===== src/sv/sobs_pkg.sv =====
// Shared types, codes and sizes for the set of bounded stacks unit.
// Used by sobs_ctrl and set_of_bounded_stacks_unit; depends on nothing.
package sobs_pkg;

    // Sub-stack count and depth of each sub-stack.
    localparam int NUM_STACKS  = 4;
    localparam int STACK_DEPTH = 16;

    localparam int STACK_W = (NUM_STACKS > 1) ? $clog2(NUM_STACKS) : 1;
    localparam int COUNT_W = $clog2(STACK_DEPTH + 1);
    localparam int MEM_DEPTH = NUM_STACKS * STACK_DEPTH;
    localparam int ADDR_W = (MEM_DEPTH > 1) ? $clog2(MEM_DEPTH) : 1;
    localparam int DATA_W = 32;

    // Request codes.
    localparam logic [1:0] REQ_PUSH   = 2'd0;
    localparam logic [1:0] REQ_POP    = 2'd1;
    localparam logic [1:0] REQ_POP_AT = 2'd2;

    // Status codes.
    localparam logic [1:0] ST_DONE  = 2'd0;
    localparam logic [1:0] ST_FULL  = 2'd1;
    localparam logic [1:0] ST_EMPTY = 2'd2;

    typedef struct packed {
        logic [1:0]               req_type;
        logic signed [DATA_W-1:0] push_value;
        logic [1:0]               stack_index;
    } t_in_beat;

    typedef struct packed {
        logic [1:0]               status;
        logic signed [DATA_W-1:0] top_value;
        logic                     all_empty;
        logic                     all_full;
    } t_out_beat;

    // One step's decision, from the control unit to the datapath.
    typedef struct packed {
        logic                     wr_en;
        logic [ADDR_W-1:0]        wr_addr;
        logic signed [DATA_W-1:0] wr_data;
        logic [ADDR_W-1:0]        rd_addr;
        logic                     fwd;
        logic                     top_zero;
        logic [1:0]               status;
        logic                     all_empty;
        logic                     all_full;
    } t_step;

endpackage


===== src/sv/set_of_bounded_stacks_unit.sv =====
// Top level of the set of bounded stacks unit: handshake, element RAM, result register.
// Depends on sobs_pkg, sobs_ctrl and sobs_ram.
//
// One logical stack built from sobs_pkg::NUM_STACKS sub-stacks of
// sobs_pkg::STACK_DEPTH 32-bit entries each, held in a single element RAM.
// Each input beat (push, pop, or pop from a named sub-stack) yields exactly
// one result beat with a status, the new top of the current sub-stack (zero
// when it is empty) and the all-empty / all-full flags. An item is handled
// in order: in the accept cycle the fill counts and current index are
// updated, a push is written to the RAM, and the read of the new top is
// issued; once the result register is free, the registered RAM data (or the
// just-pushed value) is loaded into the result register. The result
// register frees the input side: a new item is accepted while a finished
// result waits, as long as no earlier item is still waiting for its RAM
// read. Fill counts and the current index are cleared by reset at once; the
// RAM needs no clearing pass, since only entries below a fill count ever
// reach the result register.
module set_of_bounded_stacks_unit (
    input  logic                i_clk,
    input  logic                i_rst_n,
    input  logic                i_in_valid,
    output logic                o_in_stall,
    input  sobs_pkg::t_in_beat  i_in_data,
    output logic                o_out_valid,
    input  logic                i_out_stall,
    output sobs_pkg::t_out_beat o_out_data
);

    sobs_pkg::t_step step;
    logic            accept;
    logic            out_free;
    logic            load;
    logic [sobs_pkg::DATA_W-1:0] rd_data;

    // Pending item: waiting for its RAM read data to be loaded into the result register.
    logic                        r_pend;
    logic                        r_fwd;
    logic                        r_top_zero;
    logic signed [sobs_pkg::DATA_W-1:0] r_fwd_val;
    logic [1:0]                  r_status;
    logic                        r_all_empty;
    logic                        r_all_full;

    // Result register.
    logic                r_out_valid;
    sobs_pkg::t_out_beat r_out;

    assign out_free   = !r_out_valid || !i_out_stall;
    assign load       = r_pend && out_free;
    // Hold off a new beat while the previous item still owns the RAM read data.
    assign o_in_stall = r_pend;
    assign accept     = i_in_valid && !r_pend;

    sobs_ctrl u_ctrl (
        .i_clk    (i_clk),
        .i_rst_n  (i_rst_n),
        .i_accept (accept),
        .i_req    (i_in_data),
        .o_step   (step)
    );

    sobs_ram #(
        .WIDTH (sobs_pkg::DATA_W),
        .DEPTH (sobs_pkg::MEM_DEPTH)
    ) u_ram (
        .i_clk     (i_clk),
        .i_wr_en   (accept && step.wr_en),
        .i_wr_addr (step.wr_addr),
        .i_wr_data (step.wr_data),
        .i_rd_en   (accept),
        .i_rd_addr (step.rd_addr),
        .o_rd_data (rd_data)
    );

    // Capture the decision of the accepted beat; RAM data follows next cycle.
    always_ff @(posedge i_clk) begin
        if (accept) begin
            r_fwd       <= step.fwd;
            r_fwd_val   <= step.wr_data;
            r_top_zero  <= step.top_zero;
            r_status    <= step.status;
            r_all_empty <= step.all_empty;
            r_all_full  <= step.all_full;
        end
    end

    always_ff @(posedge i_clk) begin
        if (!i_rst_n) begin
            r_pend      <= 1'b0;
            r_out_valid <= 1'b0;
        end else begin
            if (accept) begin
                r_pend <= 1'b1;
            end else if (load) begin
                r_pend <= 1'b0;
            end
            if (load) begin
                r_out_valid <= 1'b1;
            end else if (!i_out_stall) begin
                r_out_valid <= 1'b0;
            end
        end
    end

    // Load the result beat: zero for an empty sub-stack, forward a fresh push.
    always_ff @(posedge i_clk) begin
        if (load) begin
            r_out.status    <= r_status;
            r_out.all_empty <= r_all_empty;
            r_out.all_full  <= r_all_full;
            if (r_top_zero) begin
                r_out.top_value <= '0;
            end else if (r_fwd) begin
                r_out.top_value <= r_fwd_val;
            end else begin
                r_out.top_value <= rd_data;
            end
        end
    end

    assign o_out_valid = r_out_valid;
    assign o_out_data  = r_out;

endmodule


===== src/sv/sobs_ram.sv =====
// Generic single-write, single-read synchronous RAM with registered read data.
// Stand-alone; no package dependency.
module sobs_ram #(
    parameter int WIDTH = 32,
    parameter int DEPTH = 64
) (
    input  logic                                       i_clk,
    input  logic                                       i_wr_en,
    input  logic [((DEPTH > 1) ? $clog2(DEPTH) : 1)-1:0] i_wr_addr,
    input  logic [WIDTH-1:0]                           i_wr_data,
    input  logic                                       i_rd_en,
    input  logic [((DEPTH > 1) ? $clog2(DEPTH) : 1)-1:0] i_rd_addr,
    output logic [WIDTH-1:0]                           o_rd_data
);

    logic [WIDTH-1:0] r_mem [DEPTH];
    logic [WIDTH-1:0] r_rd_data;

    always_ff @(posedge i_clk) begin
        if (i_wr_en) begin
            r_mem[i_wr_addr] <= i_wr_data;
        end
        if (i_rd_en) begin
            r_rd_data <= r_mem[i_rd_addr];
        end
    end

    assign o_rd_data = r_rd_data;

endmodule


===== src/sv/sobs_ctrl.sv =====
// Fill counts, current sub-stack index and the per-request decision logic.
// Depends on sobs_pkg.
module sobs_ctrl (
    input  logic               i_clk,
    input  logic               i_rst_n,
    input  logic               i_accept,
    input  sobs_pkg::t_in_beat i_req,
    output sobs_pkg::t_step    o_step
);

    logic [sobs_pkg::COUNT_W-1:0] r_cnt [sobs_pkg::NUM_STACKS];
    logic [sobs_pkg::COUNT_W-1:0] n_cnt [sobs_pkg::NUM_STACKS];
    logic [sobs_pkg::STACK_W-1:0] r_cur;
    logic [sobs_pkg::STACK_W-1:0] n_cur;

    localparam logic [sobs_pkg::COUNT_W-1:0] FULL_CNT =
        sobs_pkg::COUNT_W'(sobs_pkg::STACK_DEPTH);
    localparam logic [sobs_pkg::STACK_W-1:0] LAST_STACK =
        sobs_pkg::STACK_W'(sobs_pkg::NUM_STACKS - 1);

    always_comb begin
        logic [sobs_pkg::COUNT_W-1:0] n_top;
        logic [sobs_pkg::STACK_W-1:0] idx;
        logic                         idx_ok;

        n_cnt  = r_cnt;
        n_cur  = r_cur;
        o_step = '0;
        o_step.status  = sobs_pkg::ST_DONE;
        o_step.wr_data = i_req.push_value;
        idx    = sobs_pkg::STACK_W'(i_req.stack_index);
        idx_ok = (32'(i_req.stack_index) < sobs_pkg::NUM_STACKS);

        case (i_req.req_type)
            sobs_pkg::REQ_PUSH: begin
                // Advance to the next sub-stack when the current one is full.
                if (r_cnt[r_cur] >= FULL_CNT) begin
                    if (r_cur != LAST_STACK) begin
                        n_cur = r_cur + 1'b1;
                    end else begin
                        o_step.status = sobs_pkg::ST_FULL;
                    end
                end
                if (o_step.status == sobs_pkg::ST_DONE) begin
                    if (r_cnt[n_cur] < FULL_CNT) begin
                        o_step.wr_en   = 1'b1;
                        o_step.wr_addr =
                            sobs_pkg::ADDR_W'(n_cur) *
                            sobs_pkg::ADDR_W'(sobs_pkg::STACK_DEPTH) +
                            sobs_pkg::ADDR_W'(r_cnt[n_cur]);
                        n_cnt[n_cur] = r_cnt[n_cur] + 1'b1;
                    end else begin
                        o_step.status = sobs_pkg::ST_FULL;
                    end
                end
            end
            sobs_pkg::REQ_POP: begin
                // Step back first when the current sub-stack is already empty.
                if (r_cnt[r_cur] == '0 && r_cur != '0) begin
                    n_cur = r_cur - 1'b1;
                end
                if (r_cnt[n_cur] == '0) begin
                    o_step.status = sobs_pkg::ST_EMPTY;
                end else begin
                    n_cnt[n_cur] = r_cnt[n_cur] - 1'b1;
                    if (n_cnt[n_cur] == '0 && n_cur != '0) begin
                        n_cur = n_cur - 1'b1;
                    end
                end
            end
            sobs_pkg::REQ_POP_AT: begin
                if (!idx_ok || r_cnt[idx] == '0) begin
                    o_step.status = sobs_pkg::ST_EMPTY;
                end else begin
                    n_cnt[idx] = r_cnt[idx] - 1'b1;
                end
            end
            default: begin
            end
        endcase

        n_top = n_cnt[n_cur];
        o_step.top_zero  = (n_top == '0);
        o_step.rd_addr   = sobs_pkg::ADDR_W'(n_cur) *
                           sobs_pkg::ADDR_W'(sobs_pkg::STACK_DEPTH) +
                           sobs_pkg::ADDR_W'(n_top) - 1'b1;
        // A successful push makes the pushed value the new top.
        o_step.fwd       = o_step.wr_en;
        o_step.all_empty = (n_cur == '0) && (n_top == '0);
        o_step.all_full  = (n_cur == LAST_STACK) && (n_top >= FULL_CNT);
    end

    always_ff @(posedge i_clk) begin
        if (!i_rst_n) begin
            r_cur <= '0;
            for (int i = 0; i < sobs_pkg::NUM_STACKS; i++) begin
                r_cnt[i] <= '0;
            end
        end else if (i_accept) begin
            r_cur <= n_cur;
            r_cnt <= n_cnt;
        end
    end

endmodule

===== config.mk =====
export PLATFORM = sky130hd
export DESIGN_NAME = set_of_bounded_stacks_unit
export DESIGN_NICKNAME = d
export VERILOG_FILES = /design/src/sv/sobs_pkg.sv /design/src/sv/set_of_bounded_stacks_unit.sv /design/src/sv/sobs_ram.sv /design/src/sv/sobs_ctrl.sv
export SDC_FILE = /design/constraint.sdc
export NUM_CORES = 2
export LEC_CHECK = 0
export BUFFER_PORTS_ARGS = -buffer_cell sky130_fd_sc_hd__buf_2
export CAP_MARGIN = 10
export CORE_MARGIN = 2
export CORE_UTILIZATION = 40
export CTS_CLUSTER_DIAMETER = 50
export DETAILED_ROUTE_END_ITERATION = 12
export PLACE_DENSITY = 0.57
export SYNTH_ARGS = -nofsm -noshare
export SYNTH_HDL_FRONTEND = slang
export SYNTH_HIERARCHICAL = 1
export SYNTH_SLANG_ARGS = --single-unit

===== constraint.sdc =====
create_clock -name i_clk -period 7.3 [get_ports i_clk]
set_input_delay 0.365 -clock i_clk [delete_from_list [all_inputs] [get_ports i_clk]]
set_output_delay 0.365 -clock i_clk [all_outputs]
set_load 0.02 [all_outputs]

==> results.ini <==
[synthesis]
syn_area_per_cell_sq_um=21.1
synth_most_common_cell=edfxtp_1
synth_edf_count=2154
synth_cell_types=84
synthArstFlopShare=0
synth_area_leaders=edfxtp_1 75%, mux4_2 14%, mux2i_1 1.9%, nor2_1 0.99%, o22ai_1 0.67%
yosys_warnings=6
yosysTopAreaCellShare=0.752
synthCells=4085
ys_seq_area_frac=0.758
synth_ff_type=edfxtp_1
synth.ff_latch_count=2178
synth_largest_area_cell=edfxtp_1
synth_common_cells=2,154 x edfxtp_1, 549 x mux4_2, 227 x nor2_1, 167 x mux2i_1, 119 x clkbuf_1
syn_nets=4141
syn-cell-area_sq_um=86000

[cells_and_area]
nFillCells=17700
multiInputGateArea_sq_um=20100
drive_gt1_frac=0.313
nets=4546
syn2layout_area_growth_pct=16.2
ff_latch_area_sq_um=65200
final_util=0.467

[worst_setup_path]
required_ns=7.88
critPathLaunchType=flip-flop
end_kind=flip-flop
worstPathArrival_ns=7.70
path_class=reg -> reg
cp_max_fo=15

[floorplan]
design.core.area_sq_um=214000
die_area_sq_um=219000
ios=78
start_util=0.402
rows=170
die_w_microns=468
die_h_microns=468

[place]
routabilityCongestion=0.911
hpwl_mm=143
port_buffers=77

[power_and_ir_drop]
p_sw_mw=14.4
p_int_mw=27.3
switching_share=0.346
combPwrFrac=0.397
p_per_area_nw_per_um2=417
power.leakage_nw=32.0
peakVddDrop_uv=323
p_seq_frac=0.341
pwr-share-clk=0.262

[sta]
fmax_mhz=141
period_needed_ns=7.11
relSlewSlack=0.236
setup_viol=0
slew_violations=0
fin_skew_ns=0.0363
period_share=0.974
hold_viol_final=0
worst_pin_slew_ns=1.15
hold-worst-slack_ns=0.179
grt_setup_unrepaired=yes
fin_tns_setup_ns=0

[routing]
drc_errors=0
via_count=44300
drtIter0Drc=5200
wl_per_cell_microns=32.4
first_pass_iters=5
drt_wl_total_mm=244
vias_per_cell=5.89
drtAntennaViolNets=0

[global_route]
grt-ovfl-total=0
grt_pass1_wl_mm=340
grt_max_degree=66
grt_usage=0.222
antenna_found_initial=16
grt_pass1_vias=43500

[run_status]
status=finished clean

[clock_tree]
path_clk_slew_ns=0.06
clock_latency_ns=0.87
cts_tree=built
h-tree-depth=4
cts.sinks=2178
clk_path_buf_depth=3
cts_made_buffers=224
cts_root_buf=clkbuf_16

[hold_path]
min_path_type=in -> reg

[run]
max-cap-violations=0

-- per-stage QoR --
stage | area, sq um | setup WS (ns) | std cells | total power, mW
2_1_floorplan | 86000 | 0.0267 | 4085 | 23.1
3_3_place_gp | 92400 | -0.541 | 7079 | 30.5
3_5_place_dp | 92400 | -0.588 | 7079 | 30.5
4_1_cts | 99500 | 0.00482 | 7493 | 41.5
5_1_grt | 99900 | -0.0645 | 7512 | 43.0
6_report | 99900 | 0.188 | 7517 | 41.7
-- power by group through the flow --
| stage | clock network (mW) | logic, mW | registers, mW |
|---|---|---|---|
| 2_1_floorplan | 0 | 8.71 | 14.4 |
| 3_3_place_gp | 0 | 16.0 | 14.5 |
| 3_5_place_dp | 0 | 16.1 | 14.5 |
| 4_1_cts | 11.1 | 16.2 | 14.2 |
| 5_1_grt | 11.6 | 17.2 | 14.2 |
| 6_report | 10.9 | 16.6 | 14.2 |
-- layout make-up --
cell class,instances,share of cell area
antenna,5,0.000125
clock buffer,277,0.0585
clock inverter,133,0.0117
inverter,21,0.000826
multi-input combinational,1611,0.202
sequential,2178,0.652
tap,2838,0.0355
timing repair buffer,454,0.0397
-- layout by cell type, fill, tap and decap left out, types with 18 or more instances in the layout --
| cell type | n |
|---|---|
| edfxtp_1 | 2154 |
| mux4_2 | 549 |
| buf_4 | 312 |
| clkbuf_16 | 227 |
| nor2_1 | 163 |
| mux2i_1 | 155 |
| a21oi_1 | 91 |
| o22ai_1 | 85 |
| nand2_1 | 84 |
| buf_2 | 77 |
| clkinv_1 | 67 |
| nor2_4 | 62 |
| buf_12 | 53 |
| clkbuf_1 | 51 |
| o21ai_0 | 38 |
| o221ai_1 | 33 |
| dfxtp_1 | 24 |
| mux2_2 | 21 |
| nor2b_1 | 20 |
| inv_1 | 18 |
| nand3_1 | 18 |
-- worst max-delay path, cell delays in order, from the launching register on --
cell	delay [ns]
dfxtp_1	0.31
or4_4	0.60
a22o_4	0.30
a311oi_4	0.25
buf_6	0.19
inv_2	0.09
mux2i_1	0.12
mux2i_1	0.35
nor4_4	0.09
buf_6	0.16
buf_4	0.14
nor2_1	0.30
o221ai_1	0.15
o21ai_0	0.20
nand4_4	0.27
mux2i_2	0.26
mux2_4	0.32
ha_4	0.17
fa_4	0.93
buf_12	0.20
buf_16	0.19
buf_4	0.20
mux4_2	0.32
o221ai_2	0.16
a21oi_1	0.09
a21oi_4	0.33
nor2_1	0.09
-- routing by layer --
metal	up-vias	wire, microns	global-route usage
met5	-	13	0
met4	2	6490	0.0577
met3	351	16600	0.0343
met2	1903	119000	0.364
met1	24100	101000	0.309
li1	17900	-	-
-- cells by family after synthesis --
family | Yosys count | share of synthesized area
DFF | 2178 | 0.758
muxes | 738 | 0.166
AOI/OAI and AO/OA | 375 | 0.0294
buffers and inverters | 296 | 0.0177
xor gates and xnor gates | 14 | 0.00143
and+or+nand+nor | 468 | 0.0255
adders and majority gates | 16 | 0.00241
-- timing repair --
| item | in CTS | in global routing |
|---|---|---|
| pin swaps | 0 | 9 |
| endpoints found under the setup margin | 18 | 32 |
| gates resized for setup | 9 | 56 |
| gates cloned | 0 | 1 |
| endpoints found under the hold margin | 10 | 0 |
| setup buffers | 0 | 18 |
| hold buffers | 4 | 0 |
-- final timing paths --
| kind | depth (start not counted) | slack [ns] | from | endpoint |
|---|---|---|---|---|
| worst max-delay path | 26 | 0.19 | u_ctrl/r_cnt[13] | u_ram/o_rd_data[28] |
| worst min register to register | 0 | 0.42 | r_status[1] | o_out_data[35] |
| worst min-delay path | 3 | 0.18 | i_in_data[35] | r_status[1] |
| worst max register to register | 26 | 0.19 | u_ctrl/r_cnt[13] | u_ram/o_rd_data[28] |
-- registers in the layout, summed over array words and instances, names as in the netlist --
signal and flops:
u_ram/r_mem 2048, o_out_data 36, r_fwd_val 32, u_ram/o_rd_data 32, u_ctrl/r_cnt 20, r_status 2, u_ctrl/r_cur 2, o_in_stall 1
o_out_valid 1, r_all_empty 1, r_all_full 1, r_fwd 1, r_top_zero 1
Power figures use the tool's default switching activity.
